[config.mk]
export PLATFORM = sky130hd
export DESIGN_NAME = csv_column_aligner
export DESIGN_NICKNAME = d
export VERILOG_FILES = /design/src/hw/rtl/csvca_pkg.sv /design/src/hw/rtl/csv_column_aligner.sv /design/src/hw/rtl/csvca_ctrl.sv /design/src/hw/rtl/csvca_datapath.sv
export SDC_FILE = /design/constraint.sdc
export NUM_CORES = 1
export LEC_CHECK = 0
export BUFFER_PORTS_ARGS = -buffer_cell sky130_fd_sc_hd__buf_4
export CORE_ASPECT_RATIO = 0.7
export CORE_UTILIZATION = 35
export CTS_BUF_LIST = sky130_fd_sc_hd__clkbuf_16
export DETAILED_ROUTE_END_ITERATION = 8
export PLACE_DENSITY = 0.52
export SKIP_CTS_REPAIR_TIMING = 1
export SYNTH_ARGS = -nofsm -noshare
export SYNTH_HDL_FRONTEND = slang
export SYNTH_HIERARCHICAL = 1
export SYNTH_SLANG_ARGS = --single-unit
[constraint.sdc]
create_clock -name aclk -period 6 [get_ports aclk]
set_input_delay 0.3 -clock aclk [delete_from_list [all_inputs] [get_ports aclk]]
set_output_delay 0.3 -clock aclk [all_outputs]
set_load 0.02 [all_outputs]
[src/hw/rtl/csvca_pkg.sv]
package csvca_pkg;

    localparam int MAX_WIDTH   = 30;
    localparam int ROW_BITS    = 16;
    localparam int CW_BITS     = 5;
    localparam int BYTE_W      = 8;
    localparam int ROWNUM_W    = 16;
    localparam int IN_TDATA_W  = 8;
    localparam int OUT_TDATA_W = BYTE_W + ROWNUM_W;
    localparam int CFG_IDX_W   = 8;
    localparam int CFG_DATA_W  = 8;

    localparam logic [CW_BITS-1:0] MAX_W = CW_BITS'(MAX_WIDTH);

    localparam logic [BYTE_W-1:0] CH_COMMA   = 8'h2C;
    localparam logic [BYTE_W-1:0] CH_NEWLINE = 8'h0A;
    localparam logic [BYTE_W-1:0] CH_QUOTE   = 8'h22;

    localparam logic [CFG_IDX_W-1:0] REG_COLUMN_WIDTH   = 8'd0;
    localparam logic [CFG_IDX_W-1:0] REG_PAD_CHAR       = 8'd1;
    localparam logic [CFG_IDX_W-1:0] REG_SHOW_ROW_INDEX = 8'd2;

    localparam logic [CW_BITS-1:0] COLUMN_WIDTH_RESET = 5'd10;
    localparam logic [BYTE_W-1:0]  PAD_CHAR_RESET     = 8'd32;
    localparam logic               SHOW_ROW_RESET     = 1'b1;

    typedef enum logic [1:0] {
        EMIT_PAD,
        EMIT_BYTE,
        EMIT_NEWLINE,
        EMIT_TOKEN
    } emit_kind_t;

    typedef struct packed {
        logic       load;
        logic       emit;
        emit_kind_t kind;
        logic       last;
        logic       gap_inc;
        logic       toggle_quote;
        logic       row_advance;
        logic       cell_inc;
        logic       cell_clr;
        logic       clear_stream;
    } csvca_cmd_t;

    typedef struct packed {
        logic eoi;
        logic is_newline;
        logic comma_unq;
        logic is_quote;
        logic cell_le_w;
        logic cell_ne_w;
        logic gap_done;
        logic main_emits;
        logic gap_needed;
        logic show;
        logic out_free;
    } csvca_status_t;

endpackage

[src/hw/rtl/csv_column_aligner.sv]
// Channel   Dir  Handshake            Payload
// s_        in   s_tvalid/s_tready    tdata: in_byte; tlast: end_of_input
// m_        out  m_tvalid/m_tready    tdata: out_byte, row_number; tuser: is_row_token;
//                                     tlast: last_of_run
// cfg_      in   cfg_valid/cfg_ready  cfg_index selects register, cfg_data holds value
//
// One item at a time: a byte is accepted only while the control sequencer is idle,
// and it returns there once that byte's results are issued. With row index shown,
// the first byte of a stream adds width+1 gap pads; an unquoted comma adds width+1-cell
// pads (none once the cell is past the width); a newline with row index adds a row
// token. Each result leaves through one output register; a stall on m_tready holds
// the sequencer. aresetn is synchronous, active low; cfg_ready is always high.
module csv_column_aligner (
    input  logic                                aclk,
    input  logic                                aresetn,
    input  logic                                s_tvalid,
    output logic                                s_tready,
    input  logic [csvca_pkg::IN_TDATA_W-1:0]    s_tdata,   // [7:0] in_byte
    input  logic                                s_tlast,
    output logic                                m_tvalid,
    input  logic                                m_tready,
    output logic [csvca_pkg::OUT_TDATA_W-1:0]   m_tdata,   // [7:0] out_byte, [23:8] row_number
    output logic                                m_tuser,   // [0] is_row_token
    output logic                                m_tlast,
    input  logic                                cfg_valid,
    output logic                                cfg_ready,
    input  logic [csvca_pkg::CFG_IDX_W-1:0]     cfg_index,
    input  logic [csvca_pkg::CFG_DATA_W-1:0]    cfg_data
);
    import csvca_pkg::*;

    csvca_cmd_t    cmd;
    csvca_status_t st;

    assign cfg_ready = 1'b1;

    csvca_ctrl u_ctrl (
        .aclk     (aclk),
        .aresetn  (aresetn),
        .s_tvalid (s_tvalid),
        .s_tready (s_tready),
        .st       (st),
        .cmd      (cmd)
    );

    csvca_datapath u_dp (
        .aclk      (aclk),
        .aresetn   (aresetn),
        .s_tdata   (s_tdata),
        .s_tlast   (s_tlast),
        .m_tvalid  (m_tvalid),
        .m_tready  (m_tready),
        .m_tdata   (m_tdata),
        .m_tuser   (m_tuser),
        .m_tlast   (m_tlast),
        .cfg_valid (cfg_valid),
        .cfg_index (cfg_index),
        .cfg_data  (cfg_data),
        .cmd       (cmd),
        .st        (st)
    );

endmodule

[src/hw/rtl/csvca_ctrl.sv]
module csvca_ctrl (
    input  logic                   aclk,
    input  logic                   aresetn,
    input  logic                   s_tvalid,
    output logic                   s_tready,
    input  csvca_pkg::csvca_status_t st,
    output csvca_pkg::csvca_cmd_t    cmd
);
    import csvca_pkg::*;

    typedef enum logic [2:0] {
        ST_IDLE,
        ST_GAP,
        ST_MAIN,
        ST_PAD,
        ST_TOKEN
    } state_t;

    state_t state_reg, state_next;

    assign s_tready = (state_reg == ST_IDLE);

    always_comb begin
        cmd        = '0;
        cmd.kind   = EMIT_PAD;
        state_next = state_reg;
        case (state_reg)
            ST_IDLE: begin
                if (s_tvalid) begin
                    cmd.load   = 1'b1;
                    state_next = st.gap_needed ? ST_GAP : ST_MAIN;
                end
            end
            ST_GAP: begin
                if (st.out_free) begin
                    cmd.emit = 1'b1;
                    cmd.kind = EMIT_PAD;
                    // the gap closes the run only when the byte itself yields nothing
                    cmd.last = st.gap_done && !st.main_emits;
                    if (st.gap_done) begin
                        state_next = ST_MAIN;
                    end else begin
                        cmd.gap_inc = 1'b1;
                    end
                end
            end
            ST_MAIN: begin
                if (st.out_free) begin
                    state_next = ST_IDLE;
                    if (st.eoi) begin
                        cmd.emit         = 1'b1;
                        cmd.kind         = EMIT_NEWLINE;
                        cmd.last         = 1'b1;
                        cmd.clear_stream = 1'b1;
                    end else if (st.is_newline) begin
                        cmd.emit        = 1'b1;
                        cmd.kind        = EMIT_NEWLINE;
                        cmd.last        = !st.show;
                        cmd.row_advance = 1'b1;
                        if (st.show) begin
                            state_next = ST_TOKEN;
                        end
                    end else if (st.comma_unq) begin
                        if (st.cell_le_w) begin
                            state_next = ST_PAD;
                        end else begin
                            cmd.cell_clr = 1'b1;
                        end
                    end else begin
                        cmd.toggle_quote = st.is_quote;
                        if (st.cell_ne_w) begin
                            cmd.emit     = 1'b1;
                            cmd.kind     = EMIT_BYTE;
                            cmd.last     = 1'b1;
                            cmd.cell_inc = 1'b1;
                        end
                    end
                end
            end
            ST_PAD: begin
                if (st.out_free) begin
                    cmd.emit = 1'b1;
                    cmd.kind = EMIT_PAD;
                    // cell == width means this pad fills position width+1
                    cmd.last = !st.cell_ne_w;
                    if (!st.cell_ne_w) begin
                        cmd.cell_clr = 1'b1;
                        state_next   = ST_IDLE;
                    end else begin
                        cmd.cell_inc = 1'b1;
                    end
                end
            end
            ST_TOKEN: begin
                if (st.out_free) begin
                    cmd.emit   = 1'b1;
                    cmd.kind   = EMIT_TOKEN;
                    cmd.last   = 1'b1;
                    state_next = ST_IDLE;
                end
            end
            default: begin
                state_next = ST_IDLE;
            end
        endcase
    end

    always_ff @(posedge aclk) begin
        if (!aresetn) begin
            state_reg <= ST_IDLE;
        end else begin
            state_reg <= state_next;
        end
    end

endmodule

[src/hw/rtl/csvca_datapath.sv]
module csvca_datapath (
    input  logic                                  aclk,
    input  logic                                  aresetn,
    input  logic [csvca_pkg::IN_TDATA_W-1:0]      s_tdata,
    input  logic                                  s_tlast,
    output logic                                  m_tvalid,
    input  logic                                  m_tready,
    output logic [csvca_pkg::OUT_TDATA_W-1:0]     m_tdata,
    output logic                                  m_tuser,
    output logic                                  m_tlast,
    input  logic                                  cfg_valid,
    input  logic [csvca_pkg::CFG_IDX_W-1:0]       cfg_index,
    input  logic [csvca_pkg::CFG_DATA_W-1:0]      cfg_data,
    input  csvca_pkg::csvca_cmd_t                 cmd,
    output csvca_pkg::csvca_status_t              st
);
    import csvca_pkg::*;

    logic [CW_BITS-1:0]  column_width_reg;
    logic [BYTE_W-1:0]   pad_char_reg;
    logic                show_row_reg;

    logic [BYTE_W-1:0]   in_byte_reg;
    logic                eoi_reg;
    logic                started_reg, started_next;
    logic                in_quotes_reg, in_quotes_next;
    logic [CW_BITS-1:0]  cell_len_reg, cell_len_next;
    logic [ROW_BITS-1:0] rows_done_reg, rows_done_next;
    logic [CW_BITS-1:0]  gap_cnt_reg, gap_cnt_next;

    logic                   out_valid_reg, out_valid_next;
    logic [OUT_TDATA_W-1:0] out_data_reg, out_data_next;
    logic                   out_user_reg, out_user_next;
    logic                   out_last_reg, out_last_next;

    logic [CW_BITS-1:0] w;
    logic               is_newline, is_comma, is_quote, comma_unq, cell_le_w, cell_ne_w;

    assign w          = (column_width_reg > MAX_W) ? MAX_W : column_width_reg;
    assign is_newline = (in_byte_reg == CH_NEWLINE);
    assign is_comma   = (in_byte_reg == CH_COMMA);
    assign is_quote   = (in_byte_reg == CH_QUOTE);
    assign comma_unq  = is_comma && !in_quotes_reg;
    assign cell_le_w  = (cell_len_reg <= w);
    assign cell_ne_w  = (cell_len_reg != w);

    always_comb begin
        st            = '0;
        st.eoi        = eoi_reg;
        st.is_newline = is_newline;
        st.comma_unq  = comma_unq;
        st.is_quote   = is_quote;
        st.cell_le_w  = cell_le_w;
        st.cell_ne_w  = cell_ne_w;
        st.gap_done   = (gap_cnt_reg == w);
        st.main_emits = eoi_reg || is_newline || (comma_unq ? cell_le_w : cell_ne_w);
        st.gap_needed = !s_tlast && !started_reg && show_row_reg;
        st.show       = show_row_reg;
        st.out_free   = !out_valid_reg || m_tready;
    end

    always_ff @(posedge aclk) begin
        if (!aresetn) begin
            column_width_reg <= COLUMN_WIDTH_RESET;
            pad_char_reg     <= PAD_CHAR_RESET;
            show_row_reg     <= SHOW_ROW_RESET;
        end else if (cfg_valid) begin
            case (cfg_index)
                REG_COLUMN_WIDTH:   column_width_reg <= cfg_data[CW_BITS-1:0];
                REG_PAD_CHAR:       pad_char_reg     <= cfg_data[BYTE_W-1:0];
                REG_SHOW_ROW_INDEX: show_row_reg     <= cfg_data[0];
                default:            ;
            endcase
        end
    end

    always_comb begin
        started_next   = started_reg;
        in_quotes_next = in_quotes_reg;
        cell_len_next  = cell_len_reg;
        rows_done_next = rows_done_reg;
        gap_cnt_next   = gap_cnt_reg;
        if (cmd.load) begin
            gap_cnt_next = '0;
            started_next = started_reg || !s_tlast;
        end
        if (cmd.gap_inc) begin
            gap_cnt_next = gap_cnt_reg + 1'b1;
        end
        if (cmd.toggle_quote) begin
            in_quotes_next = !in_quotes_reg;
        end
        if (cmd.cell_inc && (cell_len_reg != '1)) begin
            cell_len_next = cell_len_reg + 1'b1;
        end
        if (cmd.cell_clr) begin
            cell_len_next = '0;
        end
        if (cmd.row_advance) begin
            rows_done_next = rows_done_reg + 1'b1;
            cell_len_next  = '0;
            in_quotes_next = 1'b0;
        end
        if (cmd.clear_stream) begin
            started_next   = 1'b0;
            in_quotes_next = 1'b0;
            cell_len_next  = '0;
            rows_done_next = '0;
        end
    end

    always_ff @(posedge aclk) begin
        if (!aresetn) begin
            started_reg   <= 1'b0;
            in_quotes_reg <= 1'b0;
            cell_len_reg  <= '0;
            rows_done_reg <= '0;
        end else begin
            started_reg   <= started_next;
            in_quotes_reg <= in_quotes_next;
            cell_len_reg  <= cell_len_next;
            rows_done_reg <= rows_done_next;
        end
    end

    always_ff @(posedge aclk) begin
        gap_cnt_reg <= gap_cnt_next;
        if (cmd.load) begin
            in_byte_reg <= s_tdata[BYTE_W-1:0];
            eoi_reg     <= s_tlast;
        end
    end

    // output register: hold until taken, reload on emit
    always_comb begin
        out_valid_next = out_valid_reg;
        out_data_next  = out_data_reg;
        out_user_next  = out_user_reg;
        out_last_next  = out_last_reg;
        if (cmd.emit) begin
            out_valid_next = 1'b1;
            out_user_next  = (cmd.kind == EMIT_TOKEN);
            out_last_next  = cmd.last;
            case (cmd.kind)
                EMIT_PAD:     out_data_next = {{ROWNUM_W{1'b0}}, pad_char_reg};
                EMIT_BYTE:    out_data_next = {{ROWNUM_W{1'b0}}, in_byte_reg};
                EMIT_NEWLINE: out_data_next = {{ROWNUM_W{1'b0}}, CH_NEWLINE};
                EMIT_TOKEN:   out_data_next = {ROWNUM_W'(rows_done_reg), {BYTE_W{1'b0}}};
                default:      out_data_next = '0;
            endcase
        end else if (m_tready) begin
            out_valid_next = 1'b0;
        end
    end

    always_ff @(posedge aclk) begin
        if (!aresetn) begin
            out_valid_reg <= 1'b0;
        end else begin
            out_valid_reg <= out_valid_next;
        end
        out_data_reg <= out_data_next;
        out_user_reg <= out_user_next;
        out_last_reg <= out_last_next;
    end

    assign m_tvalid = out_valid_reg;
    assign m_tdata  = out_data_reg;
    assign m_tuser  = out_user_reg;
    assign m_tlast  = out_last_reg;

endmodule

==> impl_results.md, run 1 <==
- Final Hold Fails: 0
- Max Slew Vio Count: 0
- Tot Pwr: 1.60 mW
- Synth Flop Type: dfxtp_1
- Psw: 0.422 mW
- Gr busiest metal: met1
- DR iter-0 viols: 203
- Commonest non-fill, non-tap cell in the layout: buf_4
- RSZ-0062 raised after global routing: false
- Post-layout net count: 464
- Peak supply drop: 0.151 mV
- Layout cell share with drive strength beyond 1: 21.9%
- Io pins: 59
- Slew @ Worst Pin: 0.843 ns
- Slew HR: 43.0%
- EDFF count, synth: 40
- Met1 global-route usage: 23.1%
- Clock share of power: 38.4%
- Layout area overhead: 21.3%
- CP startpoint kind: register
- Logic pwr share: 17.9%
- Final Cycle Share: 46.1%
- Largest net degree at the start of global routing: 28
- Final min period: 2.77 ns
- Max Clk Rate: 361 MHz
- Number of max-cap violations: 0
- Die area: 0.0118 sq mm
- Required @ worst endpoint: 6.23 ns
- Post-Syn Area: 0.00399 sq mm
- Via count: 2814
- CTS max path bufs: 2
- Max FFs per register: 24
- Placer Congestion: 0.801
- Worst reg-to-reg path cell count: 8
- Drt drc: 0
- Drt first pass iters: 4
- Vias in the first global route: 2712
- Number of cell rows: 32
- Num CTS Buffers: 9
- CP Launch Point: u_dp/m_tvalid
- Most frequent cells in the layout: buf_4 (61), dfxtp_1 (41), edfxtp_1 (40), nor2_1 (37), nand2_1 (22)
- Tot GR Track Use: 15.5%
- Post-synthesis sequential area ratio: 50.6%
- Antenna viol nets, final: 0
- Initial Util: 36.1%
- Int Power: 1.18 mW
- Port Buffers: 57
- Area after DPL: 0.00451 sq mm
- Slowest Stage Delay on Critical Path: 0.45 ns
- Syn Nets: 416
- Routed WL: 8.35 mm
- Setup violators final: 0
- Post-layout instance area: 0.00484 sq mm
- First-pass GRT wire length: 13.9 mm
- Placed cell count: 567
- Crit path to: u_dp/rows_done_reg[13]
- Avg WL per Cell: 14.3 um
- Worst R2R Start: u_dp/m_tvalid
- Reg-to-reg endpoint: u_dp/rows_done_reg[13]
- Met3 Use GR: 4.95%
- CP endpoint kind: register
- Fraction of registers with async set or reset after synthesis: 0%
- Clock transition at the registers of the reported paths: 0.06 ns
- Clock root buffer: clkbuf_16
- P_leak: 2.03 nW
- Detailed placement HPWL: 6.08 mm
- Mapped Cells: 377
- Clock Sinks: 81
- Synth Warn #: 6
- Initial antenna violation count: 0
- Status: complete, no violations
- Die X: 130 um
- ANT cells: 0
- CTS H-Tree Depth: 3
- Finished Layout Cells: 583
- Min-delay worst type: in2reg
- R2R setup slack: 3.23 ns
- CTS tree: done
- Core Area: 0.0111 sq mm
- Crit-path max FO: 15
- Skew final: 0.00533 ns
- Sw Ratio: 26.3%
- GRT met2 Usage: 20.8%
- CP Class: reg2reg
- Synth unique cells: 61
- Pwr Density: 331 mW/mm^2
- Cell chain of the critical path: nand2b_1 -> nand2_1 -> nor3_1 -> and3b_1 -> nand4_4 -> nor4_4 -> a31oi_1 -> a41o_1
- Slowest cell on the critical path: nor4_4
- Fin Setup TNS: 0 ns
- Via/cell ratio: 4.83
- Layout Utilization: 43.8%
- Synthesized flop and latch total: 81
- Worst-Skew Late Latency: 0.34 ns
- Global route total overflow: 0
- Sequential cell fraction of total power: 43.7%
- Worst Path Arrival: 3.00 ns
- Mean area per synthesized cell: 10.6 sq um
- Die height: 91.4 um
-- critical path: cells and delay by family, from the launching register on --
family             cells  cell delay (ns)
AOI/OAI and AO/OA      2             0.38
DFF                    1             0.31
and+or+nand+nor        6             1.97
-- cell usage after synthesis (all sizes together), types with 5 or more instances --
cell type | count | share of area [%]
nand2b | 8 | 1.3
nand2 | 22 | 2.1
clkbuf | 10 | 0.94
nor3 | 13 | 1.8
and2 | 6 | 0.94
edfxtp | 40 | 30
dfxtp | 41 | 21
o21ai | 7 | 0.88
xnor2 | 13 | 2.9
ha | 9 | 2.8
a21oi | 13 | 1.6
nor2b | 14 | 2.2
and3 | 22 | 3.5
xor2 | 9 | 2.0
nor3b | 5 | 0.94
nor2 | 38 | 3.6
buf | 14 | 2.6
nand3 | 6 | 0.75
inv | 14 | 1.3
mux2i | 21 | 5.3
-- stage by stage --
step	setup WS [ns]	hold WS, ns
floorplan	2.76	0.399
global placement	3.31	0.452
detailed placement	3.16	0.473
CTS	3.21	0.133
global route	2.99	0.127
finish	3.23	0.142
-- worst min-delay path by stage --
| stage | startpoint | end | slack (ns) | cells past startpoint |
|---|---|---|---|---|
| floorplan | s_tlast | u_dp/eoi_reg | 0.40 | 0 |
| global placement | u_dp/started_reg | u_dp/started_reg | 0.45 | 2 |
| detailed placement | u_dp/started_reg | u_dp/started_reg | 0.47 | 2 |
| CTS | s_tdata[4] | u_dp/in_byte_reg[4] | 0.13 | 1 |
| global route | s_tdata[4] | u_dp/in_byte_reg[4] | 0.13 | 1 |
| finish | s_tdata[6] | u_dp/in_byte_reg[6] | 0.14 | 1 |
-- layout make-up --
type	instances	area [sq um]
clock buffers	9	225
clock inverters	7	111
fillers	1066	6210
inverters	14	52.6
multi-input cells	258	1780
flip-flops and latches	81	2020
well taps	153	191
repair buffers	61	458
-- cell families after synthesis --
group / share of synthesized area [%]
and+or+nand+nor: 23.9
DFF: 50.6
AOI/OAI and AO/OA: 7.30
buffers and inverters: 4.83
xor gates and xnor gates: 4.83
muxes: 5.55
adders and majority gates: 2.82
other: 0.0939
-- routing by layer --
metal / wire length, um / up-vias
met5: 0 / -
met4: 104 / 0
met3: 515 / 11
met2: 3270 / 89
met1: 4450 / 1272
li1: - / 1442
-- power groups by stage --
stage / clock (mW) / sequential (mW) / combinational (mW)
2_1_floorplan: 0 / 0.750 / 0.134
3_3_place_gp: 0 / 0.712 / 0.290
3_5_place_dp: 0 / 0.712 / 0.290
4_1_cts: 0.633 / 0.701 / 0.291
5_1_grt: 0.659 / 0.708 / 0.314
6_report: 0.616 / 0.701 / 0.288
No activity file was read; power rests on OpenSTA's default activity.
==> run 2, diff against run 1 <==
--- a/config.mk
+++ b/config.mk
@@ -5,6 +5,7 @@
 export SDC_FILE = /design/constraint.sdc
 export NUM_CORES = 1
 export LEC_CHECK = 0
+export ABC_AREA = 1
 export BUFFER_PORTS_ARGS = -buffer_cell sky130_fd_sc_hd__buf_4
 export CORE_ASPECT_RATIO = 0.7
 export CORE_UTILIZATION = 35
==> constraint.sdc (replaced) <==
create_clock -name aclk -period 2.55 [get_ports aclk]
set_input_delay 0.1275 -clock aclk [delete_from_list [all_inputs] [get_ports aclk]]
set_output_delay 0.1275 -clock aclk [all_outputs]
set_load 0.02 [all_outputs]
==> impl_results.md, run 2 <==
- Port Buffers: 57
- Largest area contributor in the netlist: edfxtp_1
- Detailed placement HPWL: 6.96 mm
- EDFF count, synth: 40
- DR iter-0 viols: 227
- Global route total overflow: 0
- Cell chain of the critical path: nand4_1 -> nand2_1 -> inv_1 -> ha_1 -> nand2_1 -> nand4_1 -> o21ai_0 -> inv_1 -> nor2_2 -> inv_1 -> o21ai_0 -> nand2_1 -> nor2_1
- Failing checks: hold timing
- ANT cells: 0
- Num CTS Buffers: 9
- Final min period: 2.22 ns
- Layout area overhead: 24.3%
- Synth unique cells: 33
- Fillers: 1136
- RSZ-0062 raised after global routing: false
- Die area: 0.0120 sq mm
- R2R setup slack: 0.33 ns
- CTS H-Tree Depth: 3
- Synth Flop Type: dfxtp_1
- Max Slew Vio Count: 0
- CP Class: reg2reg
- Synth area leaders: edfxtp_1 (30%), dfxtp_1 (20%), nand2_1 (7.6%)
- Avg WL per Cell: 12.6 um
- Most common cell in the netlist: nand2_1
- Max Clk Rate: 451 MHz
- Mean area per synthesized cell: 8.12 sq um
- Syn Nets: 536
- Synth top cells by count: nand2_1 (82), nor2_1 (81), inv_1 (77)
- Core Area: 0.0111 sq mm
- Io pins: 59
- Slowest Stage Delay on Critical Path: 0.39 ns
- Setup violators final: 0
- Number of cell rows: 32
- CP endpoint kind: register
- Tot GR Track Use: 16.4%
- Drt first pass iters: 4
- P_leak: 2.12 nW
- Final Cycle Share: 87.0%
- Initial Util: 36.3%
- Layout Utilization: 45.1%
- Fraction of registers with async set or reset after synthesis: 0%
- Drt drc: 0
- Final setup margin: 0.331 ns
- Routed WL: 9.16 mm
- CP delay by family, top: simple AND/OR/NAND/NOR gates
- Status: complete, but fails checks
- Max FFs per register: 24
- Via/cell ratio: 4.58
- CTS max path bufs: 2
- Worst hold slack: -0.0120 ns
- Final Hold Fails: 1
- Worst slack at placement: 0.335 ns
- CTS tree: done
- Clock root buffer: clkbuf_16
- Most frequent cells in the layout: nand2_1 (82), nor2_1 (80), inv_1 (77), buf_4 (62), dfxtp_1 (41)
- Die X: 130 um
- Post-Syn Area: 0.00404 sq mm
- Mapped Cells: 497
- Commonest non-fill, non-tap cell in the layout: nand2_1
- Buffers & Inverters on Critical Path: 3
- Pwr Density: 928 mW/mm^2
- Via count: 3326
- Synth Warn #: 6
- Clock Sinks: 81
- Fin Setup TNS: 0 ns
- Skew final: 0.00384 ns
- Worst Path Arrival: 2.49 ns
- Antenna viol nets, final: 0
- Peak supply drop: 0.525 mV
- Vias in the first global route: 2971
- Placer Congestion: 0.860
- Required @ worst endpoint: 2.82 ns
- Layout cell share with drive strength beyond 1: 19.9%
- Clock transition at the registers of the reported paths: 0.06 ns
- Worst-Skew Late Latency: 0.34 ns
- Synthesized flop and latch total: 81
- Slowest cell on the critical path: dfxtp_1
- Min-delay worst type: in2reg
- Post-synthesis sequential area ratio: 50.1%
- Die height: 91.9 um
- Largest net degree at the start of global routing: 24
- CP startpoint kind: register
- Crit-path max FO: 6
- Post-layout net count: 607
- Tot Pwr: 4.66 mW
- First-pass GRT wire length: 14.9 mm
- Area share of the largest cell type after synthesis: 29.8%
- Number of max-cap violations: 0
- Initial antenna violation count: 0
## run 2: changes by cell type after synthesis, moves of 9 or more
cell     change
nand2_2      +9
o21ai_0     +20
nand2_1     +60
nand4_1      +9
nor2_1      +43
a21oi_1     +15
and3_1      -21
inv_1       +64
mux2i_1     -21
nor2b_1     -14
nand3_1     +26
## run 2: path summary, 6_finish.rpt
path,startpoint,endpoint,cells after the start
max,u_dp/column_width_reg[1],u_dp/cell_len_reg[2],13
min,cfg_data[5],u_dp/pad_char_reg[5],3
max reg2reg,u_dp/column_width_reg[1],u_dp/cell_len_reg[2],13
min reg2reg,u_dp/started_reg,u_dp/started_reg,2
## run 2: worst min-delay path: stages
cell and delay [ns]:
buf_4 0.08, nand2_1 0.04, nand3_1 0.05
## run 2: area by class of cell
cell class	count	area, sq um	share of cell area (%)
clock inverter	7	55.1	1.10
timing repair buffer	72	576	11.5
tap	153	191	3.81
clock buffer	9	225	4.49
sequential	81	2020	40.3
multi-input combinational	320	1630	32.5
inverter	84	318	6.33
## run 2: cell families after synthesis
group | Yosys count | synth area share [%]
fa+ha+maj | 9 | 2.79
flops | 81 | 50.1
other cells | 1 | 0.0929
xor+xnor | 7 | 1.52
simple gates | 243 | 27.7
compound gates | 60 | 7.87
buf+inv | 96 | 9.92
## run 2: routing by layer
metal | vias to the layer above | GRT usage, % | wire length (um)
met5 | - | 0 | 0
met4 | 0 | 4.60 | 108
met3 | 10 | 4.38 | 524
met2 | 73 | 22.2 | 3610
met1 | 1504 | 25.1 | 4920
li1 | 1739 | - | -
## run 2: where the power goes
group	total, mW	switching (mW)	internal [mW]
logic	1.54	0.960	0.578
clock network	1.21	0.541	0.667
registers	1.91	0.146	1.76
total	4.66	1.65	3.01
## run 2: through the flow
stage	std cells	cell area (sq um)	hold slack [ns]
floorplan	497	4040	0.226
global placement	701	4650	0.319
detailed placement	701	4650	0.307
CTS	717	4930	-0.0438
global route	726	5020	0.00317
finish	726	5020	-0.0120
